### src/rtl/core/arvs_pkg.sv
// Shared types, constants and the bytewise CRC-32 for the A/B record validator.
`default_nettype none

package arvs_pkg;

  localparam logic [31:0] REC_MAGIC   = 32'h3153_564B;
  localparam logic [31:0] REC_VERSION = 32'h0000_0001;
  localparam logic [31:0] CRC_POLY    = 32'hEDB8_8320;
  localparam logic [31:0] CRC_INIT    = 32'hFFFF_FFFF;

  localparam int unsigned HDR_BYTES = 16;
  localparam int unsigned CRC_BYTES = 4;

  // last byte offset of each header word
  localparam int unsigned OFF_MAGIC_END   = 3;
  localparam int unsigned OFF_VERSION_END = 7;
  localparam int unsigned OFF_SEQ_END     = 11;
  localparam int unsigned OFF_LEN_END     = 15;

  localparam int unsigned LEN_OUT_W = 11;

  localparam int unsigned QUEUE_DEPTH = 2;
  localparam int unsigned QUEUE_PTR_W = $clog2(QUEUE_DEPTH);
  localparam int unsigned QUEUE_CNT_W = $clog2(QUEUE_DEPTH + 1);

  // verdict of one finished record, front to back
  typedef struct packed {
    logic                 ok;
    logic                 slot;
    logic [31:0]          sequence_nr;
    logic [LEN_OUT_W-1:0] length;
  } rec_result_t;

  // reflected CRC-32, one byte
  function automatic logic [31:0] crc32_byte(input logic [31:0] acc_in,
                                             input logic [7:0]  data);
    logic [31:0] acc;
    acc = acc_in ^ {24'd0, data};
    for (int i = 0; i < 8; i++) begin
      acc = acc[0] ? ((acc >> 1) ^ CRC_POLY) : (acc >> 1);
    end
    return acc;
  endfunction

endpackage

`default_nettype wire

### src/rtl/core/arvs_front.sv
// Front end: per-byte header capture, CRC and record verdict.
`default_nettype none

module arvs_front #(
  parameter int unsigned STORE_BYTES = 1024
) (
  input  logic                 clk_i,
  input  logic                 rst_ni,
  input  logic                 in_valid_i,
  output logic                 in_ready_o,
  input  logic                 slot_id_i,
  input  logic [7:0]           data_byte_i,
  input  logic                 end_of_record_i,
  input  logic                 q_full_i,
  output logic                 push_o,
  output arvs_pkg::rec_result_t push_data_o
);

  localparam int unsigned OffsetCap = arvs_pkg::HDR_BYTES + STORE_BYTES + arvs_pkg::CRC_BYTES;
  localparam int unsigned OffW      = $clog2(OffsetCap + 1);
  localparam int unsigned LenW      = $clog2(STORE_BYTES + 1);

  logic [OffW-1:0] off_q, off_d;
  logic [31:0]     shift_q, shift_d;
  logic            hdr_ok_q, hdr_ok_d;
  logic [31:0]     seq_q, seq_d;
  logic [LenW-1:0] plen_q, plen_d;
  logic [31:0]     crc_q, crc_d;
  logic            chk_q, chk_d;

  logic            take;
  logic            active;
  logic [OffW-1:0] plen_ext;
  logic            rec_ok;

  assign in_ready_o = ~q_full_i;
  assign take       = in_valid_i & in_ready_o;
  assign active     = off_q < OffW'(OffsetCap);
  assign plen_ext   = OffW'(plen_q);

  always_comb begin
    off_d    = off_q;
    shift_d  = shift_q;
    hdr_ok_d = hdr_ok_q;
    seq_d    = seq_q;
    plen_d   = plen_q;
    crc_d    = crc_q;
    chk_d    = chk_q;
    if (active) begin
      off_d   = off_q + OffW'(1);
      shift_d = {data_byte_i, shift_q[31:8]};
      if (off_q < plen_ext + OffW'(arvs_pkg::HDR_BYTES)) begin
        crc_d = arvs_pkg::crc32_byte(crc_q, data_byte_i);
      end
      if (off_q == OffW'(arvs_pkg::OFF_MAGIC_END) && shift_d != arvs_pkg::REC_MAGIC) begin
        hdr_ok_d = 1'b0;
      end
      if (off_q == OffW'(arvs_pkg::OFF_VERSION_END) && shift_d != arvs_pkg::REC_VERSION) begin
        hdr_ok_d = 1'b0;
      end
      if (off_q == OffW'(arvs_pkg::OFF_SEQ_END)) begin
        seq_d = shift_d;
      end
      if (off_q == OffW'(arvs_pkg::OFF_LEN_END)) begin
        if (shift_d > 32'(STORE_BYTES)) begin
          hdr_ok_d = 1'b0;
        end else begin
          plen_d = LenW'(shift_d);
        end
      end
      // last CRC byte; the running CRC has stopped by now
      if (off_q == plen_ext + OffW'(arvs_pkg::HDR_BYTES + arvs_pkg::CRC_BYTES - 1)) begin
        chk_d = (shift_d == ~crc_q);
      end
    end
  end

  assign rec_ok = hdr_ok_d & chk_d;

  assign push_o                  = take & end_of_record_i;
  assign push_data_o.ok          = rec_ok;
  assign push_data_o.slot        = slot_id_i;
  assign push_data_o.sequence_nr = rec_ok ? seq_d : 32'd0;
  assign push_data_o.length      = rec_ok ? arvs_pkg::LEN_OUT_W'(plen_d) : '0;

  always_ff @(posedge clk_i or negedge rst_ni) begin
    if (!rst_ni) begin
      off_q    <= '0;
      shift_q  <= '0;
      hdr_ok_q <= 1'b1;
      seq_q    <= '0;
      plen_q   <= '0;
      crc_q    <= arvs_pkg::CRC_INIT;
      chk_q    <= 1'b0;
    end else if (take) begin
      if (end_of_record_i) begin
        off_q    <= '0;
        shift_q  <= '0;
        hdr_ok_q <= 1'b1;
        seq_q    <= '0;
        plen_q   <= '0;
        crc_q    <= arvs_pkg::CRC_INIT;
        chk_q    <= 1'b0;
      end else begin
        off_q    <= off_d;
        shift_q  <= shift_d;
        hdr_ok_q <= hdr_ok_d;
        seq_q    <= seq_d;
        plen_q   <= plen_d;
        crc_q    <= crc_d;
        chk_q    <= chk_d;
      end
    end
  end

endmodule

`default_nettype wire

### src/rtl/core/arvs_queue.sv
// Short queue of record verdicts between front and back.
`default_nettype none

module arvs_queue (
  input  logic                  clk_i,
  input  logic                  rst_ni,
  input  logic                  push_i,
  input  arvs_pkg::rec_result_t push_data_i,
  output logic                  full_o,
  input  logic                  pop_i,
  output logic                  valid_o,
  output arvs_pkg::rec_result_t pop_data_o
);

  arvs_pkg::rec_result_t                mem_q [arvs_pkg::QUEUE_DEPTH];
  logic [arvs_pkg::QUEUE_PTR_W-1:0]     wr_ptr_q, rd_ptr_q;
  logic [arvs_pkg::QUEUE_CNT_W-1:0]     cnt_q;
  logic                                 do_push, do_pop;

  assign full_o     = cnt_q == arvs_pkg::QUEUE_CNT_W'(arvs_pkg::QUEUE_DEPTH);
  assign valid_o    = cnt_q != '0;
  assign do_push    = push_i & ~full_o;
  assign do_pop     = pop_i & valid_o;
  assign pop_data_o = mem_q[rd_ptr_q];

  always_ff @(posedge clk_i) begin
    if (do_push) begin
      mem_q[wr_ptr_q] <= push_data_i;
    end
  end

  always_ff @(posedge clk_i or negedge rst_ni) begin
    if (!rst_ni) begin
      wr_ptr_q <= '0;
      rd_ptr_q <= '0;
      cnt_q    <= '0;
    end else begin
      if (do_push) begin
        wr_ptr_q <= (wr_ptr_q == arvs_pkg::QUEUE_PTR_W'(arvs_pkg::QUEUE_DEPTH - 1))
                    ? '0 : wr_ptr_q + arvs_pkg::QUEUE_PTR_W'(1);
      end
      if (do_pop) begin
        rd_ptr_q <= (rd_ptr_q == arvs_pkg::QUEUE_PTR_W'(arvs_pkg::QUEUE_DEPTH - 1))
                    ? '0 : rd_ptr_q + arvs_pkg::QUEUE_PTR_W'(1);
      end
      if (do_push && !do_pop) begin
        cnt_q <= cnt_q + arvs_pkg::QUEUE_CNT_W'(1);
      end else if (do_pop && !do_push) begin
        cnt_q <= cnt_q - arvs_pkg::QUEUE_CNT_W'(1);
      end
    end
  end

endmodule

`default_nettype wire

### src/rtl/core/arvs_back.sv
// Back end: running newest-valid choice and the output register.
`default_nettype none

module arvs_back (
  input  logic                          clk_i,
  input  logic                          rst_ni,
  input  logic                          q_valid_i,
  input  arvs_pkg::rec_result_t         q_data_i,
  output logic                          pop_o,
  output logic                          out_valid_o,
  input  logic                          out_ready_i,
  output logic                          record_ok_o,
  output logic [31:0]                   record_sequence_o,
  output logic [arvs_pkg::LEN_OUT_W-1:0] record_payload_length_o,
  output logic                          any_valid_o,
  output logic                          chosen_slot_o,
  output logic [31:0]                   chosen_sequence_o,
  output logic [arvs_pkg::LEN_OUT_W-1:0] chosen_length_o
);

  logic                          best_valid_q, best_valid_d;
  logic                          best_slot_q, best_slot_d;
  logic [31:0]                   best_seq_q, best_seq_d;
  logic [arvs_pkg::LEN_OUT_W-1:0] best_len_q, best_len_d;

  logic                          out_valid_q;
  arvs_pkg::rec_result_t         out_rec_q;
  logic                          wins;

  assign pop_o = q_valid_i & (~out_valid_q | out_ready_i);
  assign wins  = q_data_i.ok & (~best_valid_q | (q_data_i.sequence_nr > best_seq_q));

  always_comb begin
    best_valid_d = best_valid_q;
    best_slot_d  = best_slot_q;
    best_seq_d   = best_seq_q;
    best_len_d   = best_len_q;
    if (wins) begin
      best_valid_d = 1'b1;
      best_slot_d  = q_data_i.slot;
      best_seq_d   = q_data_i.sequence_nr;
      best_len_d   = q_data_i.length;
    end
  end

  always_ff @(posedge clk_i or negedge rst_ni) begin
    if (!rst_ni) begin
      best_valid_q <= 1'b0;
      best_slot_q  <= 1'b1;
      best_seq_q   <= '0;
      best_len_q   <= '0;
      out_valid_q  <= 1'b0;
    end else begin
      if (pop_o) begin
        best_valid_q <= best_valid_d;
        best_slot_q  <= best_slot_d;
        best_seq_q   <= best_seq_d;
        best_len_q   <= best_len_d;
        out_valid_q  <= 1'b1;
      end else if (out_ready_i) begin
        out_valid_q  <= 1'b0;
      end
    end
  end

  always_ff @(posedge clk_i) begin
    if (pop_o) begin
      out_rec_q <= q_data_i;
    end
  end

  assign out_valid_o             = out_valid_q;
  assign record_ok_o             = out_rec_q.ok;
  assign record_sequence_o       = out_rec_q.sequence_nr;
  assign record_payload_length_o = out_rec_q.length;
  // choice registers update together with the output register
  assign any_valid_o             = best_valid_q;
  assign chosen_slot_o           = best_slot_q;
  assign chosen_sequence_o       = best_seq_q;
  assign chosen_length_o         = best_len_q;

endmodule

`default_nettype wire

### src/rtl/core/ab_record_validate_select_unit.sv
// Top level of the A/B record validator and selector.
//
//   channel  dir  handshake               payload
//   in       in   in_valid_i/in_ready_o   slot_id_i, data_byte_i, end_of_record_i
//   out      out  out_valid_o/out_ready_i record_*_o, any_valid_o, chosen_*_o
//
// One byte item per cycle while in_ready_o is high; the CRC byte update and header
// capture are registered as the byte is accepted. An item marked end_of_record enters
// the queue at its accepting edge and the output register when the back end pops it.
// Reset clears the record state and the choice (slot B, sequence 0, length 0).
// The two-entry queue absorbs output stalls; in_ready_o drops only when it is full.
`default_nettype none

module ab_record_validate_select_unit #(
  parameter int unsigned STORE_BYTES = 1024
) (
  input  logic                          clk_i,
  input  logic                          rst_ni,
  input  logic                          in_valid_i,
  output logic                          in_ready_o,
  input  logic                          slot_id_i,
  input  logic [7:0]                    data_byte_i,
  input  logic                          end_of_record_i,
  output logic                          out_valid_o,
  input  logic                          out_ready_i,
  output logic                          record_ok_o,
  output logic [31:0]                   record_sequence_o,
  output logic [arvs_pkg::LEN_OUT_W-1:0] record_payload_length_o,
  output logic                          any_valid_o,
  output logic                          chosen_slot_o,
  output logic [31:0]                   chosen_sequence_o,
  output logic [arvs_pkg::LEN_OUT_W-1:0] chosen_length_o
);

  logic                  q_push, q_full, q_pop, q_valid;
  arvs_pkg::rec_result_t q_push_data, q_pop_data;

  arvs_front #(
    .STORE_BYTES(STORE_BYTES)
  ) u_front (
    .clk_i          (clk_i),
    .rst_ni         (rst_ni),
    .in_valid_i     (in_valid_i),
    .in_ready_o     (in_ready_o),
    .slot_id_i      (slot_id_i),
    .data_byte_i    (data_byte_i),
    .end_of_record_i(end_of_record_i),
    .q_full_i       (q_full),
    .push_o         (q_push),
    .push_data_o    (q_push_data)
  );

  arvs_queue u_queue (
    .clk_i      (clk_i),
    .rst_ni     (rst_ni),
    .push_i     (q_push),
    .push_data_i(q_push_data),
    .full_o     (q_full),
    .pop_i      (q_pop),
    .valid_o    (q_valid),
    .pop_data_o (q_pop_data)
  );

  arvs_back u_back (
    .clk_i                  (clk_i),
    .rst_ni                 (rst_ni),
    .q_valid_i              (q_valid),
    .q_data_i               (q_pop_data),
    .pop_o                  (q_pop),
    .out_valid_o            (out_valid_o),
    .out_ready_i            (out_ready_i),
    .record_ok_o            (record_ok_o),
    .record_sequence_o      (record_sequence_o),
    .record_payload_length_o(record_payload_length_o),
    .any_valid_o            (any_valid_o),
    .chosen_slot_o          (chosen_slot_o),
    .chosen_sequence_o      (chosen_sequence_o),
    .chosen_length_o        (chosen_length_o)
  );

`ifndef ASSERT_OFF
  a_no_queue_overflow: assert property (@(posedge clk_i) disable iff (!rst_ni)
    !(q_push && q_full))
    else $error("verdict pushed into full queue");

  a_invalid_fields_zero: assert property (@(posedge clk_i) disable iff (!rst_ni)
    (out_valid_o && !record_ok_o) |->
      (record_sequence_o == 32'd0 && record_payload_length_o == '0))
    else $error("invalid record carries nonzero fields");

  a_ok_implies_any: assert property (@(posedge clk_i) disable iff (!rst_ni)
    (out_valid_o && record_ok_o) |-> any_valid_o)
    else $error("valid record but no choice held");

  a_none_default: assert property (@(posedge clk_i) disable iff (!rst_ni)
    (out_valid_o && !any_valid_o) |->
      (chosen_slot_o && chosen_sequence_o == 32'd0 && chosen_length_o == '0))
    else $error("default choice wrong when nothing valid");
`endif

endmodule

`default_nettype wire
### config.mk
export PLATFORM = sky130hd
export DESIGN_NAME = ab_record_validate_select_unit
export DESIGN_NICKNAME = d
export VERILOG_FILES = /design/src/rtl/core/arvs_pkg.sv /design/src/rtl/core/arvs_front.sv /design/src/rtl/core/arvs_queue.sv /design/src/rtl/core/arvs_back.sv /design/src/rtl/core/ab_record_validate_select_unit.sv
export SDC_FILE = /design/constraint.sdc
export NUM_CORES = 1
export LEC_CHECK = 0
export ABC_AREA = 1
export BUFFER_PORTS_ARGS = -buffer_cell sky130_fd_sc_hd__buf_2
export CORE_ASPECT_RATIO = 0.6
export CORE_MARGIN = 1.5
export CORE_UTILIZATION = 40
export CTS_CLUSTER_DIAMETER = 60
export DETAILED_ROUTE_END_ITERATION = 6
export PLACE_DENSITY = 0.63
export SYNTH_ARGS = -nofsm -noshare
export SYNTH_HDL_FRONTEND = slang
export SYNTH_SLANG_ARGS = --single-unit
### constraint.sdc
create_clock -name clk_i -period 4.82 [get_ports clk_i]
set_input_delay 0.241 -clock clk_i [delete_from_list [all_inputs] [get_ports clk_i]]
set_output_delay 0.241 -clock clk_i [all_outputs]
set_load 0.01 [all_outputs]
Word level (Yosys, flattened, before mapping). Memory sizes are Yosys's and may differ from the RTL's. Index checks and enable logic that the tools add are counted.

Register bits after elaboration: 214. Memory bits (writable): 90. Input bits: 14. Output and inout port bits: 91. Memories: 1.

Memory list: u_queue.mem_q (words 2, bits a word 45, read ports 1, clocked after Yosys merged registers in 0, write ports 1, line arvs_queue.sv:15) `arvs_pkg::rec_result_t mem_q [arvs_pkg::QUEUE_DEPTH];`.

Add/subtract/negate cells: 7. Order comparisons: 4. Eq/ne operators: 9. Mux-type cells: 41. Bitwise logic cells: 22. Reductions and logical operators: 14.

Operators with widths (number): 32-bit 2-to-1 mux (17); 13-bit inverter with 14-bit output (8); 11-bit 2-to-1 mux (7); 32-bit == test (1); 32-bit by 11-bit greater-than comparator with 1-bit output, second input constant (1); 32-bit greater-than comparator (1); 32-bit by 1-bit inequality test with 1-bit output, second input constant (1); 32-bit by 30-bit inequality test with 1-bit output, second input constant (1); 32-bit inverter (1); 32-bit by 8-bit bitwise XOR with 32-bit output (1); 11-bit by 5-bit adder with 11-bit output, second input constant (2); 11-bit by 4-bit == test with 1-bit output, second input constant (2); 1-bit 2-to-1 mux (15); 11-bit by 1-bit adder with 11-bit output, second input constant (1); 11-bit == test (1); 11-bit by 2-bit == test with 1-bit output, second input constant (1); 11-bit by 3-bit == test with 1-bit output, second input constant (1); 11-bit < comparator (1); 11-bit < comparator, second input constant (1); 2-bit nonzero test (5); 1-bit bitwise AND (7); 1-bit logical AND (4); 2-bit 2-to-1 mux (2); 2-bit AND reduction (2); 8 further kinds (13).

Logic depth before layout (Yosys ltp). Gate-level depths: netlist of the first run.

Depth after elaboration: 20. Mapped depth: 21.

Cells and area by module. Synthesis of the first run repeated with hierarchy kept, for this count alone.

Cells, all modules: 1693. Area total of the unflattened synthesis: 15142.0 µm².

Modules (own cells, without submodules): arvs_front (instances 1, cells each 1039, area an instance 7557.2 µm²); arvs_back (instances 1, cells each 388, area an instance 4026.4 µm²); arvs_queue (instances 1, cells each 266, area an instance 3558.4 µm²).

Worst setup path before layout of the first run. OpenSTA, ideal clock, no wires.

Path type: reg2reg. Start: register u_back.out_valid_q (netlist: u_back.out_valid_o). End: register u_queue.cnt_q[1] in the netlist's numbering. Library setup time: 131 ps. Data arrival time: 3864 ps. Data required time: 4689 ps. Slack: 825 ps. Stages on the path, launching flop included: 9. Clock period less this slack: 3995 ps. Path through: dfrtp_1 -> inv_1 -> nor2_1 -> a21oi_1 -> inv_1 -> ha_1 -> a21oi_1 -> o21ai_0 -> xor2_1.

Longest elaborated chain between the ends: 7.

RTL lines: start: declaration (line arvs_back.sv:26) `logic out_valid_q;`; start signal: assignment (line arvs_back.sv:52) `out_valid_q <= 1'b0;`; start signal: assignment (line arvs_back.sv:59) `out_valid_q <= 1'b1;`; start signal: assignment (line arvs_back.sv:61) `out_valid_q <= 1'b0;`; 1-bit inverter * (line arvs_back.sv:30) `assign pop_o = q_valid_i & (~out_valid_q | out_ready_i);`; 1-bit OR * (line arvs_back.sv:30); 1-bit bitwise AND * (line arvs_back.sv:30); named net q_pop (line ab_record_validate_select_unit.sv:35) `logic q_push, q_full, q_pop, q_valid;`; 1-bit bitwise AND * (line arvs_queue.sv:23) `assign do_pop = pop_i & valid_o;`; 1-bit logical NOT (line arvs_queue.sv:46) `if (do_push && !do_pop) begin`; 1-bit logical AND (line arvs_queue.sv:46); 2-bit 2-to-1 mux / 2-bit nonzero test (equally long branches); end signal: assignment (line arvs_queue.sv:47) `cnt_q <= cnt_q + arvs_pkg::QUEUE_CNT_W'(1);`; end signal: assignment (line arvs_queue.sv:49) `cnt_q <= cnt_q - arvs_pkg::QUEUE_CNT_W'(1);`; end: declaration (line arvs_queue.sv:17) `logic [arvs_pkg::QUEUE_CNT_W-1:0] cnt_q;`.

The timed path passes the listed nets; every way through them passes the cells marked *. A chain may end at the register's enable or synchronous reset.

Worst setup path after layout of the first run.
Start: register u_front.plen_q[6] (netlist: u_front.plen_ext[6]). End: register u_front.crc_q[2].

Longest elaborated chain between the ends: 4.

RTL lines: start: declaration (line arvs_front.sv:27) `logic [LenW-1:0] plen_q, plen_d;`; start signal: assignment (line arvs_front.sv:109) `plen_q <= plen_d;`; 11-bit by 5-bit adder with 11-bit output (line arvs_front.sv:52) `if (off_q < plen_ext + OffW'(arvs_pkg::HDR_BYTES)) begin`; 11-bit < comparator (line arvs_front.sv:52); 2-bit nonzero test (no source line); 3-bit AND reduction (no source line); end signal: assignment (line arvs_front.sv:93) `crc_q <= arvs_pkg::CRC_INIT;`; end signal: assignment (line arvs_front.sv:102) `crc_q <= arvs_pkg::CRC_INIT;`; end signal: assignment (line arvs_front.sv:110) `crc_q <= crc_d;`; end: declaration (line arvs_front.sv:28) `logic [31:0] crc_q, crc_d;`.

No other way between the ends.

==> metrics.md, run 1 <==
| Metric | Value |
|---|---|
| Actual slew at the worst max-slew pin | 0.988 ns |
| Routed vias | 11,800 |
| 1st-iter DRT viols | around 1,200 |
| Crit path time final | 3.57 ns |
| Hold_ws | 0.0711 ns |
| Cell internal pwr | 6.17 mW |
| Reg clk slew, reported paths | around 0.07 ns |
| Clock H-tree levels | 1 |
| CTS Buf Count | 28 |
| Hold_sp | data_byte_i[2] |
| Synthesized cell area | around 15,000 sq um |
| Ant. Diodes | 0 |
| First-pass GRT wire length | 63.3 mm |
| Sw frac | 42.5% |
| Status | completed |
| Slew headroom | 34.1% |
| TNS Setup | 0 ns |
| Die height | around 150 microns |
| VDD IR max | 0.000480 V |
| Sequential share of power | 37.8% |
| Final wirelength | 39.7 mm |
| FF+latch count, synth | slightly below 300 |
| Met1 Track Usage GR | 32.6% |
| DRC violations left | 0 |
| Vias in the first global route | 11,000 |
| Sequential cell area fraction in the yosys report | 53.7% |
| Die Width | 254 microns |
| Final antenna-violating net count | 0 |
| Leakage power figure | 7.78 nW |
| Max Slew Vio Count | 0 |
| GRT overflow | 0 |
| TritonRoute pass-1 iters | 5 |
| Worst setup SP type | flop |
| Final setup viols | 0 |
| DP HPWL | 28.1 mm |
| Worst skew pair latency | 0.56 ns |
| Post-Syn Instances | 1,687 |
| Clock Skew | approximately 0.018 ns |
| TritonCTS clock tree | done |
| Most frequent cells in the layout | nand2_1 (489), inv_1 (183), edfxtp_1 (134) |
| Global route hottest layer | met1 |
| WP data arrival | 4.03 ns |
| Core ar. | 36,800 sq um |
| Met2 usage | 29.0% |
| Max Cap Viol | 0 |
| Syn nets | 1,749 |
| NumNets Final | 1,832 |
| Number of antenna violations at the first check in global routing | 1 |
| Post-CTS sizing | 0 |
| Crit share post-route | around three quarters |
| R2r endpoint | u_front.crc_q[2] |
| Max Fclk | 280 MHz |
| Clock root buffer master | clkbuf_16 |
| R2R Path Start | u_front.plen_ext[6] |
| Layout area overhead | 12.2% |
| Port buffer count | 104 |
| Clock Tree Buf Depth | 3 |
| Num ports | between 100 and 150 |
| Gp weighted congestion | between 0.8 and 0.9 |
| Hold Path Cell Cnt | 3 |
| Die Area | 39,000 sq um |
| Commonest non-fill, non-tap cell in the layout | nand2_1 |
| # Post-CTS Setup Buffers | 0 |
| Final hold viol count | 0 |
| Yosys warns | 0 |
| Clock power share | 20.0% |
| Total Routing Usage GR | 20.6% |
| Largest net degree at the start of global routing | 95 |
| Combinational share of power | 42.2% |
| P per Cell Area | 632 nW/um^2 |
| Clk sink count | 296 |
| Reg-to-reg slack, setup | 1.25 ns |
| Reg2reg path depth | 11 |
| Share of cells above drive strength 1 | 14.5% |
| RSZ-0062 raised after global routing | no |
| Avg Inst Size Synth | 8.97 sq um |
| Initial Util | 41.1% |
| Critical Path RT | 5.28 ns |
| Min-delay worst type | input pin to flop |
| Worst setup EP type | flop |
| P_sw | 4.56 mW |
| WHS Endpoint | u_front.shift_q[26] |
| CP Max Fanout | 53 |
| Avg WL per Cell | ~17 microns |
| Post-synth cell types | 46 |
| Via-to-Cell Ratio | around 5.1 |
| Setup CP Type | flop to flop |
| GR Util met3 | 4.20% |
| Core Rows | 54 |
## cells by family (layout without fill, tap and decap cells)
group	Yosys count	in the layout	share of synthesized area, %
AOI/OAI and AO/OA	220	220	7.96
and+or+nand+nor	778	778	21.9
xor gates and xnor gates	86	86	5.43
DFF	296	296	53.7
buffers and inverters	259	364	7.04
adders and majority gates	48	48	3.97
## state kept, by name, indices dropped and copies added, names as in the netlist, 2 cells and up
| register | count |
|---|---|
| u_queue.cnt_q | 2 |
| u_front.shift_q | 24 |
| u_queue.mem_q | 90 |
| u_front.plen_ext | 11 |
| u_back.chosen_sequence_o | 32 |
| u_front.seq_q | 32 |
| u_front.off_q | 11 |
| u_back.record_payload_length_o | 11 |
| u_back.chosen_length_o | 11 |
| u_front.crc_q | 32 |
| u_back.record_sequence_o | 32 |
## power by group through the flow
stage | combinational [mW] | clock, mW | sequential [mW]
detailed placement | 4.48 | 0 | 4.09
global route | 5.12 | 2.29 | 4.13
finish | 4.53 | 2.15 | 4.05
global placement | 4.40 | 0 | 4.08
CTS | 4.51 | 2.19 | 4.05
floorplan | 2.96 | 0 | 4.13
## cells in the mapped netlist (all sizes together)
cell type / count / share of area [%]
nand2: 501 / 13
inv: 191 / 4.7
nor2: 140 / 4.1
edfxtp: 134 / 27
dfrtp: 128 / 21
o21ai: 115 / 3.8
nand3: 90 / 3.2
xor2: 67 / 4.0
o22ai: 55 / 2.3
ha: 48 / 4.0
a21oi: 40 / 1.3
buf: 39 / 1.6
dfstp: 34 / 5.9
clkbuf: 29 / 0.74
nand4: 22 / 0.91
xnor2: 19 / 1.4
nor3: 8 / 0.34
or2: 6 / 0.25
nand3b: 5 / 0.25
nor4: 4 / 0.21
o31ai: 4 / 0.20
a211oi: 2 / 0.099
nor3b: 2 / 0.099
a21o: 1 / 0.050
o211ai: 1 / 0.083
o21a: 1 / 0.050
o21bai: 1 / 0.050
## stage by stage
stage | std cells | setup WS (ns) | area (sq um) | power [mW] | utilization [%]
3_5_place_dp | 2241 | 1.36 | 16100 | 8.57 | 43.7
2_1_floorplan | 1687 | 0.825 | 15100 | 7.09 | -
3_3_place_gp | 2241 | 1.43 | 16100 | 8.48 | 43.7
4_1_cts | 2296 | 1.30 | 17000 | 10.7 | 46.1
6_report | 2296 | 1.25 | 17000 | 10.7 | 46.1
5_1_grt | 2296 | 0.935 | 17000 | 11.5 | 46.1
## worst max path at each step
stage	start	endpoint	slack, ns	depth (start not counted)
finish	u_front.plen_ext[6]	u_front.crc_q[2]	1.25	11
global route	u_front.plen_ext[6]	u_front.crc_q[3]	0.94	11
CTS	u_front.plen_ext[6]	u_front.crc_q[3]	1.30	11
detailed placement	u_front.plen_ext[6]	u_front.crc_q[2]	1.36	11
global placement	u_front.plen_ext[7]	u_front.crc_q[20]	1.43	12
floorplan	u_back.out_valid_o	u_queue.cnt_q[1]	0.82	8
## critical path, stage by stage, from the launching register on
cell and delay (ns):
dfrtp_1 0.48, nand2_1 0.15, nor2_1 0.21, nand2_1 0.12
xor2_1 0.16, ha_1 0.30, nand2_1 0.07, nor2_1 0.15
nand4_1 0.13, o211ai_2 0.58, nand2_2 0.69, o21ai_0 0.43
## what timing repair did
item,4_1_cts,5_1_grt
setup endpoints to repair,0,0
hold buffers,3,0
hold endpoints to repair,80,0
## layer usage
metal	share of wire, %	up-vias
met3	8.3	52
met2	41	409
met4	1.4	0
met1	49	5625
li1	-	5678
met5	0	-
## cell type report
cell class | instances | area, sq um
clock buffer | 43 | 808
clock inverter | 9 | 61.3
fill | 3507 | 19800
inverter | 191 | 717
multi-input combinational | 1132 | 5970
sequential | 296 | 8120
tap | 504 | 631
timing repair buffer | 121 | 662
(Power assumes the default switching activity.)
==> run 2, diff against run 1 <==
--- a/config.mk
+++ b/config.mk
@@ -5,7 +5,7 @@
 export SDC_FILE = /design/constraint.sdc
 export NUM_CORES = 1
 export LEC_CHECK = 0
-export ABC_AREA = 1
+export ABC_AREA = 0
 export BUFFER_PORTS_ARGS = -buffer_cell sky130_fd_sc_hd__buf_2
 export CORE_ASPECT_RATIO = 0.6
 export CORE_MARGIN = 1.5
==> constraint.sdc (replaced) <==
create_clock -name clk_i -period 3.7 [get_ports clk_i]
set_input_delay 0.185 -clock clk_i [delete_from_list [all_inputs] [get_ports clk_i]]
set_output_delay 0.185 -clock clk_i [all_outputs]
set_load 0.01 [all_outputs]
==> run 2 against run 1 <==
Net effect:
- worst hold slack got worse by 0.042 ns
- clock skew barely moved
- wire length fell by 6.2%
==> metrics.md, run 2 <==
| Metric | Value |
|---|---|
| Worst setup EP type | flop |
| Commonest non-fill, non-tap cell in the layout | edfxtp_1 |
| Critical Path Start | u_queue.rd_ptr_q |
| Port buffer count | 104 |
| Number of antenna violations at the first check in global routing | 0 |
| 1st-iter DRT viols | 1,062 |
| DP HPWL | 24.6 mm |
| Clk sink count | 296 |
| Sequential cell area fraction in the yosys report | a little over half |
| # placed instances | around 1,800 |
| Synth async-reset ratio | 54.7% |
| Vias in the first global route | 9,856 |
| Max Fclk | 274 MHz |
| Hold_ws | roughly 0.029 ns |
| P_sw | 5.60 mW |
| Yosys top cell area share | 27.0% |
| Core Rows | between 50 and 60 |
| TritonRoute pass-1 iters | 7 |
| Setup CP Type | flop to flop |
| Reg-to-reg slack, setup | between 0.05 and 0.06 ns |
| Fillcell total | around 3,300 |
| Largest net degree at the start of global routing | 163 |
| Gp weighted congestion | 0.858 |
| Post-synth cell types | 70 |
| Die height | between 150 and 200 microns |
| Combinational share of power | 42.0% |
| Leakage power figure | 6.84 nW |
| NumNets Final | 1,362 |
| Core ar. | about 37,000 sq um |
| Critical Path RT | 4.14 ns |
| Die Area | about 38,000 sq um |
| Top FF cell, synth | edfxtp_1 |
| Total Routing Usage GR | 19.0% |
| Max reg flops | 90 |
| FF+latch area | about 8100 sq um |
| Post-Syn Instances | 1,215 |
| Actual slew at the worst max-slew pin | 1.06 ns |
| Worst setup SP type | flop |
| Biggest register | u_queue.mem_q |
| Min-delay worst type | input pin to flop |
| Initial Util | about 41% |
| Avg WL per Cell | 20.4 microns |
| Reg clk slew, reported paths | 0.07 ns |
| Routed vias | 10,100 |
| Clock Tree Buf Depth | 3 |
| Final hold viol count | 0 |
| Final wirelength | 37.3 mm |
| Synth top cells by count | edfxtp_1 (134), dfrtp_1 (128), xnor2_1 (105), mux2_2 (89), nand2_1 (86) |
| Slew headroom | 29.5% |
| Layout area overhead | 15.3% |
| Reg2reg path depth | 11 |
| P per Cell Area | about 880 nW/um^2 |
| Final antenna-violating net count | 0 |
| Max Slew Vio Count | 0 |
| Multi-input logic area | 6250 sq um |
| Final setup viols | 0 |
| Sw frac | 36.9% |
| Max Cap Viol | 0 |
| Most frequent cells in the layout | edfxtp_1 (134), dfrtp_1 (127), xnor2_1 (105) |
| Crit path time final | 3.65 ns |
| R2R Path Start | u_queue.rd_ptr_q |
| Clock power share | 20.3% |
| Clock root buffer master | clkbuf_16 |
| Post-route insts no fill | 1,825 |
| GRT overflow | 0 |
| CTS Buf Count | 28 |
| Critical path capture point | u_back.chosen_sequence_o[24] |
| Status | completed |
| R2r endpoint | u_back.chosen_sequence_o[24] |
| Die Width | 252 microns |
| FF+latch count, synth | around 300 |
| Share of cells above drive strength 1 | 26.2% |
| Syn nets | 1,277 |
| Crit share post-route | 98.6% |
| Cell internal pwr | around 9.6 mW |
| Clock Skew | between 0.015 and 0.02 ns |
| Top-count cell post-synth | edfxtp_1 |
| Design Power | 15.2 mW |
| DRC violations left | 0 |
| Yosys warns | 0 |
| Worst skew pair latency | ~0.56 ns |
| VDD IR max | 0.000368 V |
| Num ports | 105 |
| First-pass GRT wire length | 58.2 mm |
| Sequential share of power | 37.7% |
| Ant. Diodes | 0 |
| Synthesized cell area | 14,900 sq um |
| Clock H-tree levels | 1 |
| Leading area contributor after synthesis | edfxtp_1 |
| Synth area leaders | edfxtp_1 (27%), dfrtp_1 (21%), mux2_2 (6.7%), xnor2_1 (6.2%), dfstp_2 (6.0%) |
| CP Max Fanout | 11 |
| Post-synth EDFFs | 134 |
| TritonCTS clock tree | done |
| WP data arrival | 4.09 ns |
| Via-to-Cell Ratio | 5.52 |
| Avg Inst Size Synth | 12.3 sq um |
## run 2: repair_timing
item / CTS / global route
buffers inserted: 2 / 1
setup endpoints to repair: 44 / 44
hold buffers: 6 / 0
gates resized for setup: 1 / 3
gates cloned: 0 / 4
pin swaps: 0 / 1
hold endpoints to repair: 134 / 0
## run 2: metal layers
metal	global-route usage, %	part of all wire (%)	wire length (microns)	vias up
li1	-	-	-	4675
met1	31.0	51	19200	5071
met2	26.7	42	15500	289
met3	2.94	5.8	2170	38
met4	2.79	1.2	441	0
met5	0	0	0	-
## run 2: layout make-up
cell class	count	area share, %
tap	504	3.67
timing repair buffer	149	6.07
clock buffer	35	4.41
sequential	296	47.2
clock inverter	16	1.24
inverter	48	1.05
multi-input combinational	777	36.3
## run 2: power by group through the flow
stage / clock network [mW] / logic (mW) / registers (mW)
after floorplan: 0 / 4.41 / 5.61
after CTS: 3.14 / 6.23 / 5.71
after detailed placement: 0 / 6.12 / 5.80
final: 3.08 / 6.38 / 5.72
after global routing: 3.27 / 7.06 / 5.86
after global placement: 0 / 5.99 / 5.77
## run 2: stage by stage
step	cell area (sq um)	setup slack [ns]	TNS [ns]	util, %
after floorplan	14900	0.129	0	-
after global placement	16000	0.0530	0	43.8
after detailed placement	16000	-0.0389	-1.25	43.8
after CTS	17100	0.0440	0	46.7
after global routing	17200	-0.0199	-0.232	47.0
final	17200	0.0510	0	47.0
## run 2: kinds of logic after synthesis
logic type                 after synthesis  share of synthesized area, %
adders and majority gates               48                          4.03
muxes                                  121                          8.87
DFF                                    296                          54.5
and+or+nand+nor                        210                          7.13
xor gates and xnor gates               131                          7.80
AOI/OAI and AO/OA                      267                          13.9
buffers and inverters                  142                          3.77
## run 2: how the worst min path moves through the flow
stage / start / to / slack, ns / cells past startpoint
after floorplan: rst_ni / u_back.any_valid_o / -0.11 / 0
after global placement: slot_id_i / u_queue.mem_q[0][43] / 0.38 / 1
after detailed placement: slot_id_i / u_queue.mem_q[0][43] / 0.39 / 1
after CTS: data_byte_i[0] / u_front.shift_q[24] / 0.02 / 2
after global routing: data_byte_i[0] / u_front.shift_q[24] / 0.02 / 2
final: data_byte_i[0] / u_front.shift_q[24] / 0.03 / 2
## run 2: critical path: stages (launching register included)
cell and delay (ns):
dfrtp_4 0.50, buf_12 0.15, mux2_2 0.30, ha_1 0.31, nand4_1 0.17, or4_4 0.54
or3_1 0.44, a31o_2 0.26, a31oi_4 0.16, buf_12 0.15, buf_8 0.19, mux2_2 0.35
==> run 3, diff against run 2 <==
--- a/config.mk
+++ b/config.mk
@@ -12,7 +12,6 @@
 export CORE_UTILIZATION = 40
 export CTS_CLUSTER_DIAMETER = 60
 export DETAILED_ROUTE_END_ITERATION = 6
-export PLACE_DENSITY = 0.63
 export SYNTH_ARGS = -nofsm -noshare
 export SYNTH_HDL_FRONTEND = slang
 export SYNTH_SLANG_ARGS = --single-unit
==> run 3 against run 2 <==
Net effect:
- sequential share of layout area up 0.055 points
- final cell count grew 0.49%
- largest cell class unchanged
- sequential power about the same
- first-iteration DRC count fell by 21%
- critical endpoint is now u_back.chosen_length_o[0]
- clock skew shrank 0.0018 ns
- fmax increased by 0.42%
- worst setup slack better by 0.015 ns
- flip-flop and latch count stayed put
==> metrics.md, run 3 (same netlist as run 2, synthesis figures left out) <==
| Metric | Value |
|---|---|
| Status | completed |
| Final hold viol count | 0 |
| Routed vias | 10,100 |
| Sw frac | 37.3% |
| Share of cells above drive strength 1 | 26.8% |
| Multi-input logic area | 6250 sq um |
| Sequential share of power | 37.6% |
| Actual slew at the worst max-slew pin | 0.946 ns |
| Cell area after layout | 17,200 sq um |
| Num ports | 105 |
| Max reg flops | 90 |
| Core Rows | 54 |
| Number of antenna violations at the first check in global routing | 0 |
| WP data arrival | 4.07 ns |
| Core ar. | 36,600 sq um |
| Worst skew pair latency | 0.56 ns |
| Clock Skew | 0.0157 ns |
| Max Fclk | 275 MHz |
| Vias in the first global route | 9,731 |
| Final WS setup | 0.0662 ns |
| Die Width | 252 microns |
| Critical Path Start | u_queue.rd_ptr_q |
| P_sw | 5.63 mW |
| Top layer in use | met4 |
| Clock root buffer master | clkbuf_16 |
| Avg WL per Cell | 20.5 microns |
| Largest net degree at the start of global routing | 79 |
| Cell internal pwr | 9.48 mW |
| Pre-CTS WS | between 0.002 and 0.003 ns |
| Routed length on met3 | 1.78 mm |
| Clock power share | 19.8% |
| R2R Path Start | u_queue.rd_ptr_q |
| GRT overflow | 0 |
| Fillcell total | ~3,300 |
| Clock Tree Buf Depth | 3 |
| Final antenna-violating net count | 0 |
| Worst setup SP type | flop |
| P per Cell Area | around 900 nW/um^2 |
| VDD IR max | approximately 0.00050 V |
| Ant. Diodes | 0 |
| Gp weighted congestion | roughly 0.88 |
| Reg2reg path depth | 11 |
| Crit share post-route | 98.2% |
| Max Cap Viol | 0 |
| First-pass GRT wire length | 57.8 mm |
| R2r endpoint | u_back.chosen_length_o[0] |
| TritonCTS clock tree | done |
| Total Routing Usage GR | approximately a fifth |
| Reg-to-reg slack, setup | ~0.066 ns |
| CTS Buf Count | 28 |
| Layout area overhead | 15.2% |
| Wire length on met2 | 15.1 mm |
| Initial Util | between 40% and 50% |
| Die height | 153 microns |
| DRC violations left | 0 |
| Max Slew Vio Count | 0 |
| FF+latch area | a little over 8000 sq um |
| Setup CP Type | flop to flop |
| DP HPWL | 25.2 mm |
| Min-delay worst type | input pin to flop |
| Final wirelength | about 38 mm |
| Combinational share of power | 42.5% |
| Commonest non-fill, non-tap cell in the layout | edfxtp_1 |
| Slew headroom | 36.8% |
| Die Area | roughly 38,000 sq um |
| Critical path capture point | u_back.chosen_length_o[0] |
| NumNets Final | 1,370 |
| Crit path time final | 3.63 ns |
| CP Max Fanout | 11 |
| Clock H-tree levels | 1 |
| M1 wire length | 20.2 mm |
| Port buffer count | 104 |
| TritonRoute pass-1 iters | 5 |
| Critical Path RT | 4.13 ns |
| Reg clk slew, reported paths | 0.07 ns |
| Biggest register | u_queue.mem_q |
| Worst setup EP type | flop |
| Final setup viols | 0 |
| Leakage power figure | 6.85 nW |
| 1st-iter DRT viols | 843 |
| Dpl cell area | 16,000 sq um |
| Clk sink count | 296 |
| Via-to-Cell Ratio | about 5.5 |
| Most frequent cells in the layout | edfxtp_1 (134), dfrtp_1 (127), xnor2_1 (105) |
## run 3: cell count changes in the layout (fill, tap and decap cells not counted), sizes merged
cell    delta
inv        -1
bufinv     -1
buf        +9
clkinv     +6
clkbuf     -4
## run 3: critical path, stage by stage (launching register included)
cell	delay [ns]
dfrtp_4	0.44
buf_4	0.18
mux2_2	0.37
ha_1	0.27
nand4_1	0.14
or4_4	0.53
or3_1	0.43
a31o_2	0.25
a31oi_4	0.18
buf_4	0.20
buf_12	0.17
mux2_2	0.34
## run 3: cell type report
type                            instances  area share (%)
Clock buffer                           32            4.29
Tap cell                              504            3.67
Sequential cell                       296            47.3
Inverter                               48            1.05
Clock inverter                         20            1.17
Timing Repair Buffer                  157            6.16
Multi-Input combinational cell        777            36.4
## run 3: worst min path at each step
| stage | startpoint | endpoint | cells past startpoint |
|---|---|---|---|
| after floorplan | rst_ni | u_back.any_valid_o | 0 |
| after global placement | rst_ni | u_back.out_valid_o | 1 |
| after detailed placement | rst_ni | u_back.chosen_length_o[6] | 1 |
| after CTS | data_byte_i[1] | u_front.shift_q[25] | 2 |
| after global routing | data_byte_i[7] | u_front.shift_q[31] | 2 |
| final | data_byte_i[1] | u_front.shift_q[25] | 2 |
## run 3: stage by stage
stage | total power, mW | hold slack, ns | utilization, % | setup TNS, ns | instances
2_1_floorplan | 10.0 | -0.111 | - | 0 | 1215
3_3_place_gp | 11.8 | 0.315 | 43.9 | 0 | 1766
4_1_cts | 15.0 | 0.0158 | 46.6 | 0 | 1824
5_1_grt | 16.1 | 0.0205 | 47.0 | -0.234 | 1834
3_5_place_dp | 11.9 | 0.304 | 43.9 | 0 | 1766
6_report | 15.1 | 0.0303 | 47.0 | 0 | 1834
## run 3: what timing repair did
item,4_1_cts,5_1_grt
hold endpoints to repair,82,0
pin swaps,0,2
gates cloned,0,5
setup buffers,0,5
endpoints found under the setup margin,14,44
gates resized for setup,1,3
hold buffers,6,0
## run 3: power by group through the flow
stage	registers [mW]	clock network (mW)	logic, mW
after floorplan	5.61	0	4.41
after global placement	5.74	0	6.04
after detailed placement	5.77	0	6.16
after CTS	5.71	3.06	6.20
after global routing	5.83	3.21	7.04
final	5.69	3.00	6.43
## run 3: routing by layer
layer	up-vias	GRT usage, %
li1	4695	-
met1	5087	31.6
met2	255	25.8
met3	39	2.55
met4	0	2.97
met5	-	0
